## src/rtl/sbaf_pkg.sv

```systemverilog
// Shared types and constants for the sonar/barometer altitude fusion block.
// No dependencies; imported by the serial arithmetic units and the top level.
`timescale 1ns / 1ps
`default_nettype none
package sbaf_pkg;

    localparam int MW      = 64;   // working width of the arithmetic datapath
    localparam int MUL_BW  = 25;   // multiplier bits, one per cycle
    localparam int DIV_DW  = 50;   // dividend magnitude bits, one per cycle
    localparam int DIV_RW  = 17;   // divisor and remainder width

    localparam int CFG_AW  = 3;
    localparam int CFG_DW  = 25;

    localparam int IN_W    = 128;
    localparam int OUT_W   = 88;

    localparam logic [MUL_BW-1:0] GAIN_ONE  = 25'h100_0000;
    localparam logic [DIV_RW-1:0] TICKS     = 17'd100000;
    localparam logic signed [MW-1:0] SPEED_CAP = 64'sd8388607;
    localparam logic signed [MW-1:0] ALT_MAX   = 64'sd1073741823;
    localparam logic signed [MW-1:0] ALT_MIN   = -64'sd1073741824;
    localparam logic signed [MW-1:0] SLOPE_MAX = 64'sd2147483648;

    typedef enum logic [CFG_AW-1:0] {
        REG_SONAR_GAIN  = 3'd0,
        REG_BARO_GAIN   = 3'd1,
        REG_SPEED_GAIN  = 3'd2,
        REG_SONAR_LIMIT = 3'd3,
        REG_TILT_LIMIT  = 3'd4
    } reg_idx_t;

endpackage
`default_nettype wire

```

## src/rtl/sbaf_mul.sv

```systemverilog
// Bit-serial shift-add multiplier: signed wide operand times unsigned 25-bit operand.
// Depends on sbaf_pkg.
`timescale 1ns / 1ps
`default_nettype none
module sbaf_mul (
    input  wire logic                            aclk,
    input  wire logic                            aresetn,
    input  wire logic                            start,
    input  wire logic signed [sbaf_pkg::MW-1:0]  op_a,
    input  wire logic [sbaf_pkg::MUL_BW-1:0]     op_b,
    output logic                                 busy,
    output logic                                 done,
    output logic signed [sbaf_pkg::MW-1:0]       product
);
    import sbaf_pkg::*;

    localparam int CW = $clog2(MUL_BW + 1);

    logic signed [MW-1:0] a_reg;
    logic signed [MW-1:0] acc_reg;
    logic [MUL_BW-1:0]    b_reg;
    logic [CW-1:0]        cnt_reg;
    logic                 busy_reg;
    logic                 done_reg;

    always_ff @(posedge aclk) begin
        if (!aresetn) begin
            busy_reg <= 1'b0;
            done_reg <= 1'b0;
            cnt_reg  <= '0;
        end else begin
            done_reg <= 1'b0;
            if (start) begin
                busy_reg <= 1'b1;
                cnt_reg  <= CW'(MUL_BW);
            end else if (busy_reg) begin
                cnt_reg <= cnt_reg - 1'b1;
                if (cnt_reg == CW'(1)) begin
                    busy_reg <= 1'b0;
                    done_reg <= 1'b1;
                end
            end
        end
    end

    always_ff @(posedge aclk) begin
        if (start) begin
            a_reg   <= op_a;
            b_reg   <= op_b;
            acc_reg <= '0;
        end else if (busy_reg) begin
            if (b_reg[0]) begin
                acc_reg <= acc_reg + a_reg;
            end
            a_reg <= a_reg <<< 1;
            b_reg <= b_reg >> 1;
        end
    end

    assign busy    = busy_reg;
    assign done    = done_reg;
    assign product = acc_reg;

endmodule
`default_nettype wire

```

## src/rtl/sbaf_div.sv

```systemverilog
// Bit-serial restoring divider, signed dividend by unsigned 17-bit divisor,
// quotient truncated toward zero. Depends on sbaf_pkg.
`timescale 1ns / 1ps
`default_nettype none
module sbaf_div (
    input  wire logic                            aclk,
    input  wire logic                            aresetn,
    input  wire logic                            start,
    input  wire logic signed [sbaf_pkg::MW-1:0]  dividend,
    input  wire logic [sbaf_pkg::DIV_RW-1:0]     divisor,
    output logic                                 busy,
    output logic                                 done,
    output logic signed [sbaf_pkg::MW-1:0]       quotient
);
    import sbaf_pkg::*;

    localparam int CW = $clog2(DIV_DW + 1);

    logic [DIV_DW-1:0] num_reg;
    logic [DIV_RW-1:0] rem_reg;
    logic [DIV_RW-1:0] dsr_reg;
    logic              neg_reg;
    logic [CW-1:0]     cnt_reg;
    logic              busy_reg;
    logic              done_reg;

    logic signed [MW-1:0] mag;
    logic [DIV_RW:0]      rem_sh;
    logic [DIV_RW:0]      trial;
    logic signed [MW-1:0] qx;

    assign mag    = dividend[MW-1] ? -dividend : dividend;
    assign rem_sh = {rem_reg, num_reg[DIV_DW-1]};
    assign trial  = rem_sh - {1'b0, dsr_reg};
    assign qx     = {{(MW-DIV_DW){1'b0}}, num_reg};

    always_ff @(posedge aclk) begin
        if (!aresetn) begin
            busy_reg <= 1'b0;
            done_reg <= 1'b0;
            cnt_reg  <= '0;
        end else begin
            done_reg <= 1'b0;
            if (start) begin
                busy_reg <= 1'b1;
                cnt_reg  <= CW'(DIV_DW);
            end else if (busy_reg) begin
                cnt_reg <= cnt_reg - 1'b1;
                if (cnt_reg == CW'(1)) begin
                    busy_reg <= 1'b0;
                    done_reg <= 1'b1;
                end
            end
        end
    end

    always_ff @(posedge aclk) begin
        if (start) begin
            neg_reg <= dividend[MW-1];
            num_reg <= mag[DIV_DW-1:0];
            rem_reg <= '0;
            dsr_reg <= divisor;
        end else if (busy_reg) begin
            if (!trial[DIV_RW]) begin
                rem_reg <= trial[DIV_RW-1:0];
                num_reg <= {num_reg[DIV_DW-2:0], 1'b1};
            end else begin
                rem_reg <= rem_sh[DIV_RW-1:0];
                num_reg <= {num_reg[DIV_DW-2:0], 1'b0};
            end
        end
    end

    assign busy     = busy_reg;
    assign done     = done_reg;
    assign quotient = neg_reg ? -qx : qx;

endmodule
`default_nettype wire

```

## src/rtl/sonar_baro_altitude_fusion_top.sv

```systemverilog
// Sonar/barometer altitude fusion: complementary filter for altitude and vertical speed.
// Depends on sbaf_pkg, sbaf_mul and sbaf_div.
//
// One sample is taken at a time; s_tready is high only while the block is idle. A sample
// goes through mode decision and level shift; when the speed is updated it then takes
// four products, two quotients and a rounding step for the speed, and in every case
// three products, one quotient and a rounding step for the altitude, then the output
// step and the return to idle. The speed is not updated on a zero interval or, in sonar
// mode, an invalid previous sonar reading. Products come from the bit-serial multiplier
// and quotients from the bit-serial divider. The result waits in an output register, so
// a new sample is taken while it is still pending; a later result holds until that one is
// taken. Configuration is written through cfg_wr_en/cfg_addr/cfg_wdata; the user must
// write it only while the block is idle, as the block itself does not enforce this.
`timescale 1ns / 1ps
`default_nettype none
module sonar_baro_altitude_fusion_top #(
    parameter int FRAC_BITS = 16
) (
    input  wire logic                          aclk,
    input  wire logic                          aresetn,
    input  wire logic                          cfg_wr_en,
    input  wire logic [sbaf_pkg::CFG_AW-1:0]   cfg_addr,
    input  wire logic [sbaf_pkg::CFG_DW-1:0]   cfg_wdata,
    input  wire logic                          s_tvalid,
    output logic                               s_tready,
    // sonar_alt, baro_alt, accel_z, pitch_deg, roll_deg, dt_ticks
    input  wire logic [sbaf_pkg::IN_W-1:0]     s_tdata,
    output logic                               m_tvalid,
    input  wire logic                          m_tready,
    // altitude_est, vertical_speed, level_shift
    output logic [sbaf_pkg::OUT_W-1:0]         m_tdata,
    // use_baro
    output logic                               m_tuser
);
    import sbaf_pkg::*;

    localparam logic signed [MW-1:0] SPD_RAW   = MW'(100) <<< FRAC_BITS;
    localparam logic signed [MW-1:0] SPEED_LIM = (SPD_RAW < SPEED_CAP) ? SPD_RAW : SPEED_CAP;

    typedef enum logic [15:0] {
        ST_IDLE  = 16'h0001,
        ST_MODE  = 16'h0002,
        ST_LEVEL = 16'h0004,
        ST_VMUL  = 16'h0008,
        ST_VDIV  = 16'h0010,
        ST_SMUL  = 16'h0020,
        ST_SDIV  = 16'h0040,
        ST_PMUL0 = 16'h0080,
        ST_PMUL1 = 16'h0100,
        ST_PFIN  = 16'h0200,
        ST_AMUL  = 16'h0400,
        ST_ADIV  = 16'h0800,
        ST_HMUL0 = 16'h1000,
        ST_HMUL1 = 16'h2000,
        ST_HFIN  = 16'h4000,
        ST_OUT   = 16'h8000
    } state_t;

    function automatic logic signed [MW-1:0] clamp(input logic signed [MW-1:0] v,
                                                   input logic signed [MW-1:0] lo,
                                                   input logic signed [MW-1:0] hi);
        logic signed [MW-1:0] r;
        begin
            r = v;
            if (v < lo) r = lo;
            else if (v > hi) r = hi;
            return r;
        end
    endfunction

    function automatic logic [MUL_BW-1:0] gain_of(input logic [MUL_BW-1:0] g);
        return (g > GAIN_ONE) ? GAIN_ONE : g;
    endfunction

    // truncating divide by 2^24
    function automatic logic signed [MW-1:0] unscale(input logic signed [MW-1:0] v);
        logic signed [MW-1:0] b;
        begin
            b = v[MW-1] ? MW'(24'hFF_FFFF) : '0;
            return (v + b) >>> 24;
        end
    endfunction

    // configuration
    logic [24:0] sonar_gain_reg, baro_gain_reg, speed_gain_reg;
    logic [19:0] sonar_limit_reg;
    logic [15:0] tilt_limit_reg;

    // filter state
    logic signed [30:0] alt_reg;
    logic signed [23:0] speed_reg;
    logic signed [20:0] last_sonar_reg;
    logic signed [30:0] last_baro_reg;
    logic               mode_reg;

    // sample and work registers
    logic signed [20:0] sonar_reg;
    logic signed [30:0] baro_reg;
    logic signed [24:0] accel_reg;
    logic signed [16:0] pitch_reg, roll_reg;
    logic [15:0]        dt_reg;
    logic               baro_mode_reg;
    logic signed [30:0] shift_reg;
    logic               slope_ok_reg;
    logic signed [30:0] cur_reg, prev_reg;
    logic [MUL_BW-1:0]  g_alt_reg;
    logic signed [MW-1:0] tmp_reg, slope_reg, acc_reg;

    state_t state_reg, state_next;
    logic   run_reg;
    logic   m_tvalid_reg;
    logic [OUT_W-1:0] m_tdata_reg;
    logic   m_tuser_reg;

    // unit interface
    logic                 mul_start, mul_busy, mul_done;
    logic signed [MW-1:0] mul_a, mul_p;
    logic [MUL_BW-1:0]    mul_b;
    logic                 div_start, div_busy, div_done;
    logic signed [MW-1:0] div_n, div_q;
    logic [DIV_RW-1:0]    div_d;

    logic in_acc;
    logic is_mul, is_div;
    logic out_load;

    // mode decision
    logic signed [21:0] son_x, last_x, lim_x;
    logic [16:0]        pitch_abs, roll_abs;
    logic               mode_next;
    logic               last_ok;
    logic signed [MW-1:0] diff_w, shift_w, lvl_w;
    logic signed [MW-1:0] spd_w, alt_w;
    logic [MUL_BW-1:0]  gs;

    assign in_acc = s_tvalid && s_tready;
    assign gs     = gain_of(speed_gain_reg);

    assign son_x     = {sonar_reg[20], sonar_reg};
    assign last_x    = {last_sonar_reg[20], last_sonar_reg};
    assign lim_x     = $signed({2'b00, sonar_limit_reg});
    assign pitch_abs = pitch_reg[16] ? 17'(-pitch_reg) : 17'(pitch_reg);
    assign roll_abs  = roll_reg[16] ? 17'(-roll_reg) : 17'(roll_reg);
    assign mode_next = !(son_x > 22'sd0 && son_x < lim_x &&
                         pitch_abs < {1'b0, tilt_limit_reg} &&
                         roll_abs < {1'b0, tilt_limit_reg});
    assign last_ok   = last_x > 22'sd0 && last_x < lim_x;
    assign diff_w    = mode_next ? MW'(last_sonar_reg) - MW'(baro_reg)
                                 : MW'(last_baro_reg) - MW'(sonar_reg);
    assign shift_w   = (mode_next != mode_reg) ? clamp(diff_w, ALT_MIN, ALT_MAX) : '0;
    assign lvl_w     = clamp(MW'(alt_reg) - MW'(shift_reg), ALT_MIN, ALT_MAX);
    assign spd_w     = clamp(unscale(acc_reg), -SPEED_LIM, SPEED_LIM);
    assign alt_w     = clamp(unscale(acc_reg), ALT_MIN, ALT_MAX);

    assign is_mul = state_reg == ST_VMUL || state_reg == ST_SMUL || state_reg == ST_PMUL0 ||
                    state_reg == ST_PMUL1 || state_reg == ST_AMUL || state_reg == ST_HMUL0 ||
                    state_reg == ST_HMUL1;
    assign is_div = state_reg == ST_VDIV || state_reg == ST_SDIV || state_reg == ST_ADIV;
    assign mul_start = is_mul && !run_reg;
    assign div_start = is_div && !run_reg;
    assign out_load  = state_reg == ST_OUT && (!m_tvalid_reg || m_tready);

    always_comb begin
        mul_a = MW'(accel_reg);
        mul_b = MUL_BW'(dt_reg);
        div_n = mul_p;
        div_d = TICKS;
        unique case (state_reg)
            ST_SMUL: begin
                mul_a = MW'(cur_reg) - MW'(prev_reg);
                mul_b = MUL_BW'(TICKS);
            end
            ST_SDIV:  div_d = DIV_RW'(dt_reg);
            ST_PMUL0: begin
                mul_a = tmp_reg;
                mul_b = GAIN_ONE - gs;
            end
            ST_PMUL1: begin
                mul_a = slope_reg;
                mul_b = gs;
            end
            ST_AMUL:  mul_a = MW'(speed_reg);
            ST_HMUL0: begin
                mul_a = tmp_reg;
                mul_b = GAIN_ONE - g_alt_reg;
            end
            ST_HMUL1: begin
                mul_a = MW'(cur_reg);
                mul_b = g_alt_reg;
            end
            default: ;
        endcase
    end

    sbaf_mul u_mul (
        .aclk    (aclk),
        .aresetn (aresetn),
        .start   (mul_start),
        .op_a    (mul_a),
        .op_b    (mul_b),
        .busy    (mul_busy),
        .done    (mul_done),
        .product (mul_p)
    );

    sbaf_div u_div (
        .aclk     (aclk),
        .aresetn  (aresetn),
        .start    (div_start),
        .dividend (div_n),
        .divisor  (div_d),
        .busy     (div_busy),
        .done     (div_done),
        .quotient (div_q)
    );

    always_comb begin
        state_next = state_reg;
        unique case (state_reg)
            ST_IDLE:  if (in_acc) state_next = ST_MODE;
            ST_MODE:  state_next = ST_LEVEL;
            ST_LEVEL: state_next = slope_ok_reg ? ST_VMUL : ST_AMUL;
            ST_VMUL:  if (mul_done) state_next = ST_VDIV;
            ST_VDIV:  if (div_done) state_next = ST_SMUL;
            ST_SMUL:  if (mul_done) state_next = ST_SDIV;
            ST_SDIV:  if (div_done) state_next = ST_PMUL0;
            ST_PMUL0: if (mul_done) state_next = ST_PMUL1;
            ST_PMUL1: if (mul_done) state_next = ST_PFIN;
            ST_PFIN:  state_next = ST_AMUL;
            ST_AMUL:  if (mul_done) state_next = ST_ADIV;
            ST_ADIV:  if (div_done) state_next = ST_HMUL0;
            ST_HMUL0: if (mul_done) state_next = ST_HMUL1;
            ST_HMUL1: if (mul_done) state_next = ST_HFIN;
            ST_HFIN:  state_next = ST_OUT;
            ST_OUT:   if (!m_tvalid_reg || m_tready) state_next = ST_IDLE;
            default:  state_next = ST_IDLE;
        endcase
    end

    // control, configuration and filter state
    always_ff @(posedge aclk) begin
        if (!aresetn) begin
            state_reg       <= ST_IDLE;
            run_reg         <= 1'b0;
            m_tvalid_reg    <= 1'b0;
            sonar_gain_reg  <= 25'd33554;
            baro_gain_reg   <= 25'd8389;
            speed_gain_reg  <= 25'd8389;
            sonar_limit_reg <= 20'd131072;
            tilt_limit_reg  <= 16'd2560;
            alt_reg         <= '0;
            speed_reg       <= '0;
            last_sonar_reg  <= '0;
            last_baro_reg   <= '0;
            mode_reg        <= 1'b0;
        end else begin
            state_reg <= state_next;
            if (mul_start || div_start) run_reg <= 1'b1;
            else if (mul_done || div_done) run_reg <= 1'b0;

            if (cfg_wr_en) begin
                unique case (cfg_addr)
                    REG_SONAR_GAIN:  sonar_gain_reg  <= cfg_wdata;
                    REG_BARO_GAIN:   baro_gain_reg   <= cfg_wdata;
                    REG_SPEED_GAIN:  speed_gain_reg  <= cfg_wdata;
                    REG_SONAR_LIMIT: sonar_limit_reg <= cfg_wdata[19:0];
                    REG_TILT_LIMIT:  tilt_limit_reg  <= cfg_wdata[15:0];
                    default: ;
                endcase
            end

            if (state_reg == ST_LEVEL) alt_reg <= lvl_w[30:0];
            if (state_reg == ST_PFIN)
                speed_reg <= spd_w[23:0];
            if (state_reg == ST_HFIN) begin
                alt_reg        <= alt_w[30:0];
                last_sonar_reg <= sonar_reg;
                last_baro_reg  <= baro_reg;
                mode_reg       <= baro_mode_reg;
            end

            m_tvalid_reg <= out_load || (m_tvalid_reg && !m_tready);
        end
    end

    // sample and datapath
    always_ff @(posedge aclk) begin
        if (in_acc) begin
            sonar_reg <= s_tdata[20:0];
            baro_reg  <= s_tdata[51:21];
            accel_reg <= s_tdata[76:52];
            pitch_reg <= s_tdata[93:77];
            roll_reg  <= s_tdata[110:94];
            dt_reg    <= s_tdata[126:111];
        end
        if (state_reg == ST_MODE) begin
            baro_mode_reg <= mode_next;
            shift_reg     <= shift_w[30:0];
            if (mode_next) begin
                cur_reg      <= baro_reg;
                prev_reg     <= last_baro_reg;
                slope_ok_reg <= dt_reg != '0;
                g_alt_reg    <= gain_of(baro_gain_reg);
            end else begin
                cur_reg      <= 31'(sonar_reg);
                prev_reg     <= 31'(last_sonar_reg);
                slope_ok_reg <= dt_reg != '0 && last_ok;
                g_alt_reg    <= gain_of(sonar_gain_reg);
            end
        end
        if (div_done && state_reg == ST_VDIV) tmp_reg <= MW'(speed_reg) + div_q;
        if (div_done && state_reg == ST_SDIV) slope_reg <= clamp(div_q, -SLOPE_MAX, SLOPE_MAX);
        if (div_done && state_reg == ST_ADIV) tmp_reg <= MW'(alt_reg) + div_q;
        if (mul_done && (state_reg == ST_PMUL0 || state_reg == ST_HMUL0)) acc_reg <= mul_p;
        if (mul_done && (state_reg == ST_PMUL1 || state_reg == ST_HMUL1))
            acc_reg <= acc_reg + mul_p;
        if (out_load) begin
            m_tdata_reg <= {2'b00, shift_reg, speed_reg, alt_reg};
            m_tuser_reg <= baro_mode_reg;
        end
    end

    assign s_tready = state_reg == ST_IDLE;
    assign m_tvalid = m_tvalid_reg;
    assign m_tdata  = m_tdata_reg;
    assign m_tuser  = m_tuser_reg;

    a_units_exclusive: assert property (@(posedge aclk) disable iff (!aresetn)
        !(mul_busy && div_busy))
        else $error("multiplier and divider busy together");

    a_idle_units_quiet: assert property (@(posedge aclk) disable iff (!aresetn)
        s_tready |-> !mul_busy && !div_busy && !run_reg)
        else $error("arithmetic unit busy while idle");

    a_speed_bound: assert property (@(posedge aclk) disable iff (!aresetn)
        $past(state_reg == ST_PFIN) |-> MW'(speed_reg) <= SPEED_LIM &&
                                        MW'(speed_reg) >= -SPEED_LIM)
        else $error("speed beyond limit");

endmodule
`default_nettype wire

```

## config.mk

```make
export PLATFORM = sky130hd
export DESIGN_NAME = sonar_baro_altitude_fusion_top
export DESIGN_NICKNAME = d
export VERILOG_FILES = /design/src/rtl/sbaf_pkg.sv /design/src/rtl/sbaf_mul.sv /design/src/rtl/sbaf_div.sv /design/src/rtl/sonar_baro_altitude_fusion_top.sv
export SDC_FILE = /design/constraint.sdc
export NUM_CORES = 2
export LEC_CHECK = 0
export BUFFER_PORTS_ARGS = -buffer_cell sky130_fd_sc_hd__buf_2
export CAP_MARGIN = 20
export CORE_MARGIN = 2
export CORE_UTILIZATION = 45
export CTS_BUF_LIST = sky130_fd_sc_hd__clkbuf_4
export DETAILED_ROUTE_END_ITERATION = 6
export PLACE_DENSITY_LB_ADDON = 0.12
export SYNTH_ARGS = -nofsm -noshare
export SYNTH_HDL_FRONTEND = slang
export SYNTH_SLANG_ARGS = --single-unit
```

## constraint.sdc

```tcl
create_clock -name aclk -period 15.1 [get_ports aclk]
set_clock_uncertainty 0.2 [all_clocks]
set_input_delay 3.02 -clock aclk [delete_from_list [all_inputs] [get_ports aclk]]
set_output_delay 3.02 -clock aclk [all_outputs]
set_load 0.02 [all_outputs]
```

==> impl_metrics.json <==
{
  "synth_cells": 7002,
  "grt_pass1_wl_mm": 321,
  "netSwitchingPower_mw": 1.69,
  "cts.sinks": 1016,
  "viasPerCell": 5.90,
  "start_kind": "flip-flop",
  "ys_seq_area_share_pct": 42.7,
  "numCtsBuffers": 302,
  "fillerInstances": 13517,
  "initial_core_util_pct": 45.2,
  "io_pins": 252,
  "dp_slack_ns": 7.99,
  "fin_crit_ns": 7.31,
  "seqCellArea_sq_um": 27200,
  "hold_buffers": 0,
  "synth_flop_cell": "edfxtp_1",
  "routed.top_layer": "met4",
  "critPathSlowestCell": "o41ai_1",
  "num_rows": 138,
  "htree_num_levels": 5,
  "combPwrFrac_pct": 9.5,
  "dr.pass1.iters": 6,
  "wl_met1_mm": 95.8,
  "instances_no_fill": 9428,
  "netSwitchingFraction_pct": 26.5,
  "design_area_sq_um": 70600,
  "clockBufferDepth": 4,
  "drt_iter0_drc": 5639,
  "cts_tree": "done",
  "cts_setup_buffers": 0,
  "mostFrequentLayoutCells": "969 x nand2_1, 686 x a21oi_1, 683 x edfxtp_1",
  "area_growth_pct": 10.9,
  "multi_input_area_sq_um": 34200,
  "max_clock_freq_mhz": 137,
  "setup_tns_ns": 0,
  "clockRootBuffer": "clkbuf_4",
  "crit_fanout": 25,
  "core_sq_um": 141000,
  "seqPwrFrac_pct": 48.8,
  "clock_latency_ns": 1.27,
  "crit_required_ns": 15.84,
  "die_x_um": 380,
  "grt_overflow": 0,
  "final_hold_viol_count": 0,
  "vdd_drop_max_mv": 0.0679,
  "drive_gt1_share_pct": 13.0,
  "crit_type": "reg -> reg",
  "wl_mm": 215,
  "cap_violations": 0,
  "crit_path_end_kind": "flip-flop",
  "synth_cell_types": 110,
  "p_leak_nw": 28.8,
  "drc": 0,
  "dieHeight_um": 380,
  "worst_path_largest_cell_delay_ns": 0.73,
  "setup_viol": 0,
  "layout.nets": 7916,
  "netlist_area_sq_um": 63700,
  "portBuffers": 248,
  "crit_arrival_ns": 8.05,
  "wl_per_cell_um": 22.8,
  "antenna_left": 0,
  "dp_hpwl_mm": 160,
  "vias": 55579,
  "ys_ff_latch": 1016,
  "dp_cells": 8902,
  "max_slew_margin_pct": 24.1,
  "finalCritPeriodShare_pct": 48.4,
  "cp-startpoint": "state_reg[12]",
  "internal-power_mw": 4.70,
  "placed_area_sq_um": 66800,
  "largest_register_ffs": 86,
  "worstHoldStart": "shift_reg[28]",
  "cpLargestDelayFamily": "compound AO/OA/AOI/OAI gates",
  "setup_ws_ns": 7.79,
  "dieArea_sq_um": 145000,
  "crit_top_cell": "o21ai_0",
  "grt_pass1_vias": 52584,
  "rsz0062_at_grt": "false",
  "wl_met2_mm": 94.1,
  "cp.buffers_inverters": 1,
  "status": "finished clean",
  "crit_chain": "or4_1, or4b_1, nor2_1, nand4_1, buf_4, mux2_2, ha_1, fa_1, a211oi_1, nor2_1, a211oi_1, o21ai_0, a2bb2oi_1, o311a_1, o41ai_1, o21ai_0, a21oi_1, o21ai_0, a21oi_1, xnor2_1",
  "gp_congestion": 1.03,
  "grt.total_usage_pct": 28.8,
  "cts.clk_slew.worst_paths_ns": 0.07,
  "yosysWarnings": 0,
  "clkPwrFrac_pct": 41.7,
  "grt_max_degree": 108,
  "powerDensity_nw_per_um2": 90.5,
  "final_common_cell": "nand2_1",
  "postSynthAreaPerCell_sq_um": 9.10,
  "worstReg2RegStart": "state_reg[12]",
  "cts_resized": 0,
  "drv_slew": 0,
  "wl_met3_mm": 15.2,
  "antenna_found_initial": 12,
  "synth_edf_count": 683,
  "hold_path_class": "reg -> reg",
  "synthArstFlopShare_pct": 0,
  "worst_pin_slew_ns": 1.14
}
cells in the mapped netlist (16+ instances only):
cell type | count | area [sq um]
a211oi_1 | 63 | 473
a21o_1 | 202 | 1520
a21oi_1 | 689 | 3450
a221oi_1 | 21 | 184
a222oi_1 | 38 | 380
a22oi_1 | 56 | 420
a31oi_1 | 114 | 713
a41oi_1 | 16 | 140
and2_1 | 41 | 257
and3_1 | 59 | 369
buf_1 | 21 | 78.8
clkbuf_1 | 279 | 1050
dfxtp_1 | 333 | 6670
edfxtp_1 | 683 | 20500
ha_1 | 430 | 5380
inv_1 | 332 | 1250
mux2_2 | 48 | 541
mux2i_1 | 26 | 260
nand2_1 | 972 | 3650
nand2b_1 | 76 | 475
nand3_1 | 168 | 841
nand4_1 | 81 | 507
nor2_1 | 391 | 1470
nor2_2 | 31 | 194
nor2b_1 | 63 | 394
nor3_1 | 82 | 410
nor4_1 | 58 | 363
o211ai_1 | 27 | 203
o21a_1 | 55 | 413
o21ai_0 | 582 | 2910
o21bai_1 | 46 | 345
o31ai_1 | 57 | 428
o41ai_1 | 20 | 175
or2_2 | 20 | 125
or3_1 | 34 | 213
or4_1 | 24 | 180
xnor2_1 | 281 | 2460
xor2_1 | 187 | 1640
per-stage QoR:
stage	power, mW	hold WS [ns]	util, %
detailed placement	3.78	0.235	47.4
floorplan	3.57	0.206	-
global placement	3.77	0.238	47.4
finish	6.39	0.239	50.1
global route	6.67	0.239	50.1
CTS	6.45	0.247	50.0
power groups by stage:
stage	sequential, mW	combinational, mW	clock [mW]
2_1_floorplan	3.14	0.434	0
3_3_place_gp	3.18	0.590	0
3_5_place_dp	3.18	0.599	0
4_1_cts	3.12	0.603	2.73
5_1_grt	3.12	0.674	2.87
6_report	3.12	0.606	2.67
worst reg2reg max path, cell delays in order (launching register included):
cell	delay, ns
dfxtp_1	0.38
or4_1	0.59
or4b_1	0.63
nor2_1	0.20
nand4_1	0.12
buf_4	0.29
mux2_2	0.35
ha_1	0.24
fa_1	0.44
a211oi_1	0.28
nor2_1	0.14
a211oi_1	0.44
o21ai_0	0.23
a2bb2oi_1	0.21
o311a_1	0.51
o41ai_1	0.73
o21ai_0	0.36
a21oi_1	0.27
o21ai_0	0.12
a21oi_1	0.21
xnor2_1	0.08
metal layers:
metal	vias up	global-route usage (%)
li1	26454	-
met1	26478	40.4
met2	2205	44.1
met3	442	4.22
met4	0	12.5
met5	-	0
path summary, 6_finish.rpt:
| kind | to | slack [ns] | cells after the start |
|---|---|---|---|
| max | tmp_reg[56] | 7.79 | 20 |
| max reg2reg | tmp_reg[56] | 7.79 | 20 |
| min | m_tdata[83] | 0.24 | 0 |
| min reg2reg | m_tdata[83] | 0.24 | 0 |
final cells by class:
type	instances	area share, %
tap	1890	3.35
clock buffer	457	4.86
multi-input combinational	5333	48.4
antenna	7	0.0248
clock inverter	61	0.457
timing repair buffer	329	2.64
sequential	1016	38.5
inverter	335	1.79
cells by family after synthesis:
group,after synthesis,synth area share (%)
and+or+nand+nor,2190,16.1
DFF,1016,42.7
other,1,0.00589
adders and majority gates,438,8.70
buffers and inverters,654,3.95
muxes,75,1.28
xor gates and xnor gates,468,6.43
AOI/OAI and AO/OA,2160,20.9
(Power assumes the default switching activity.)
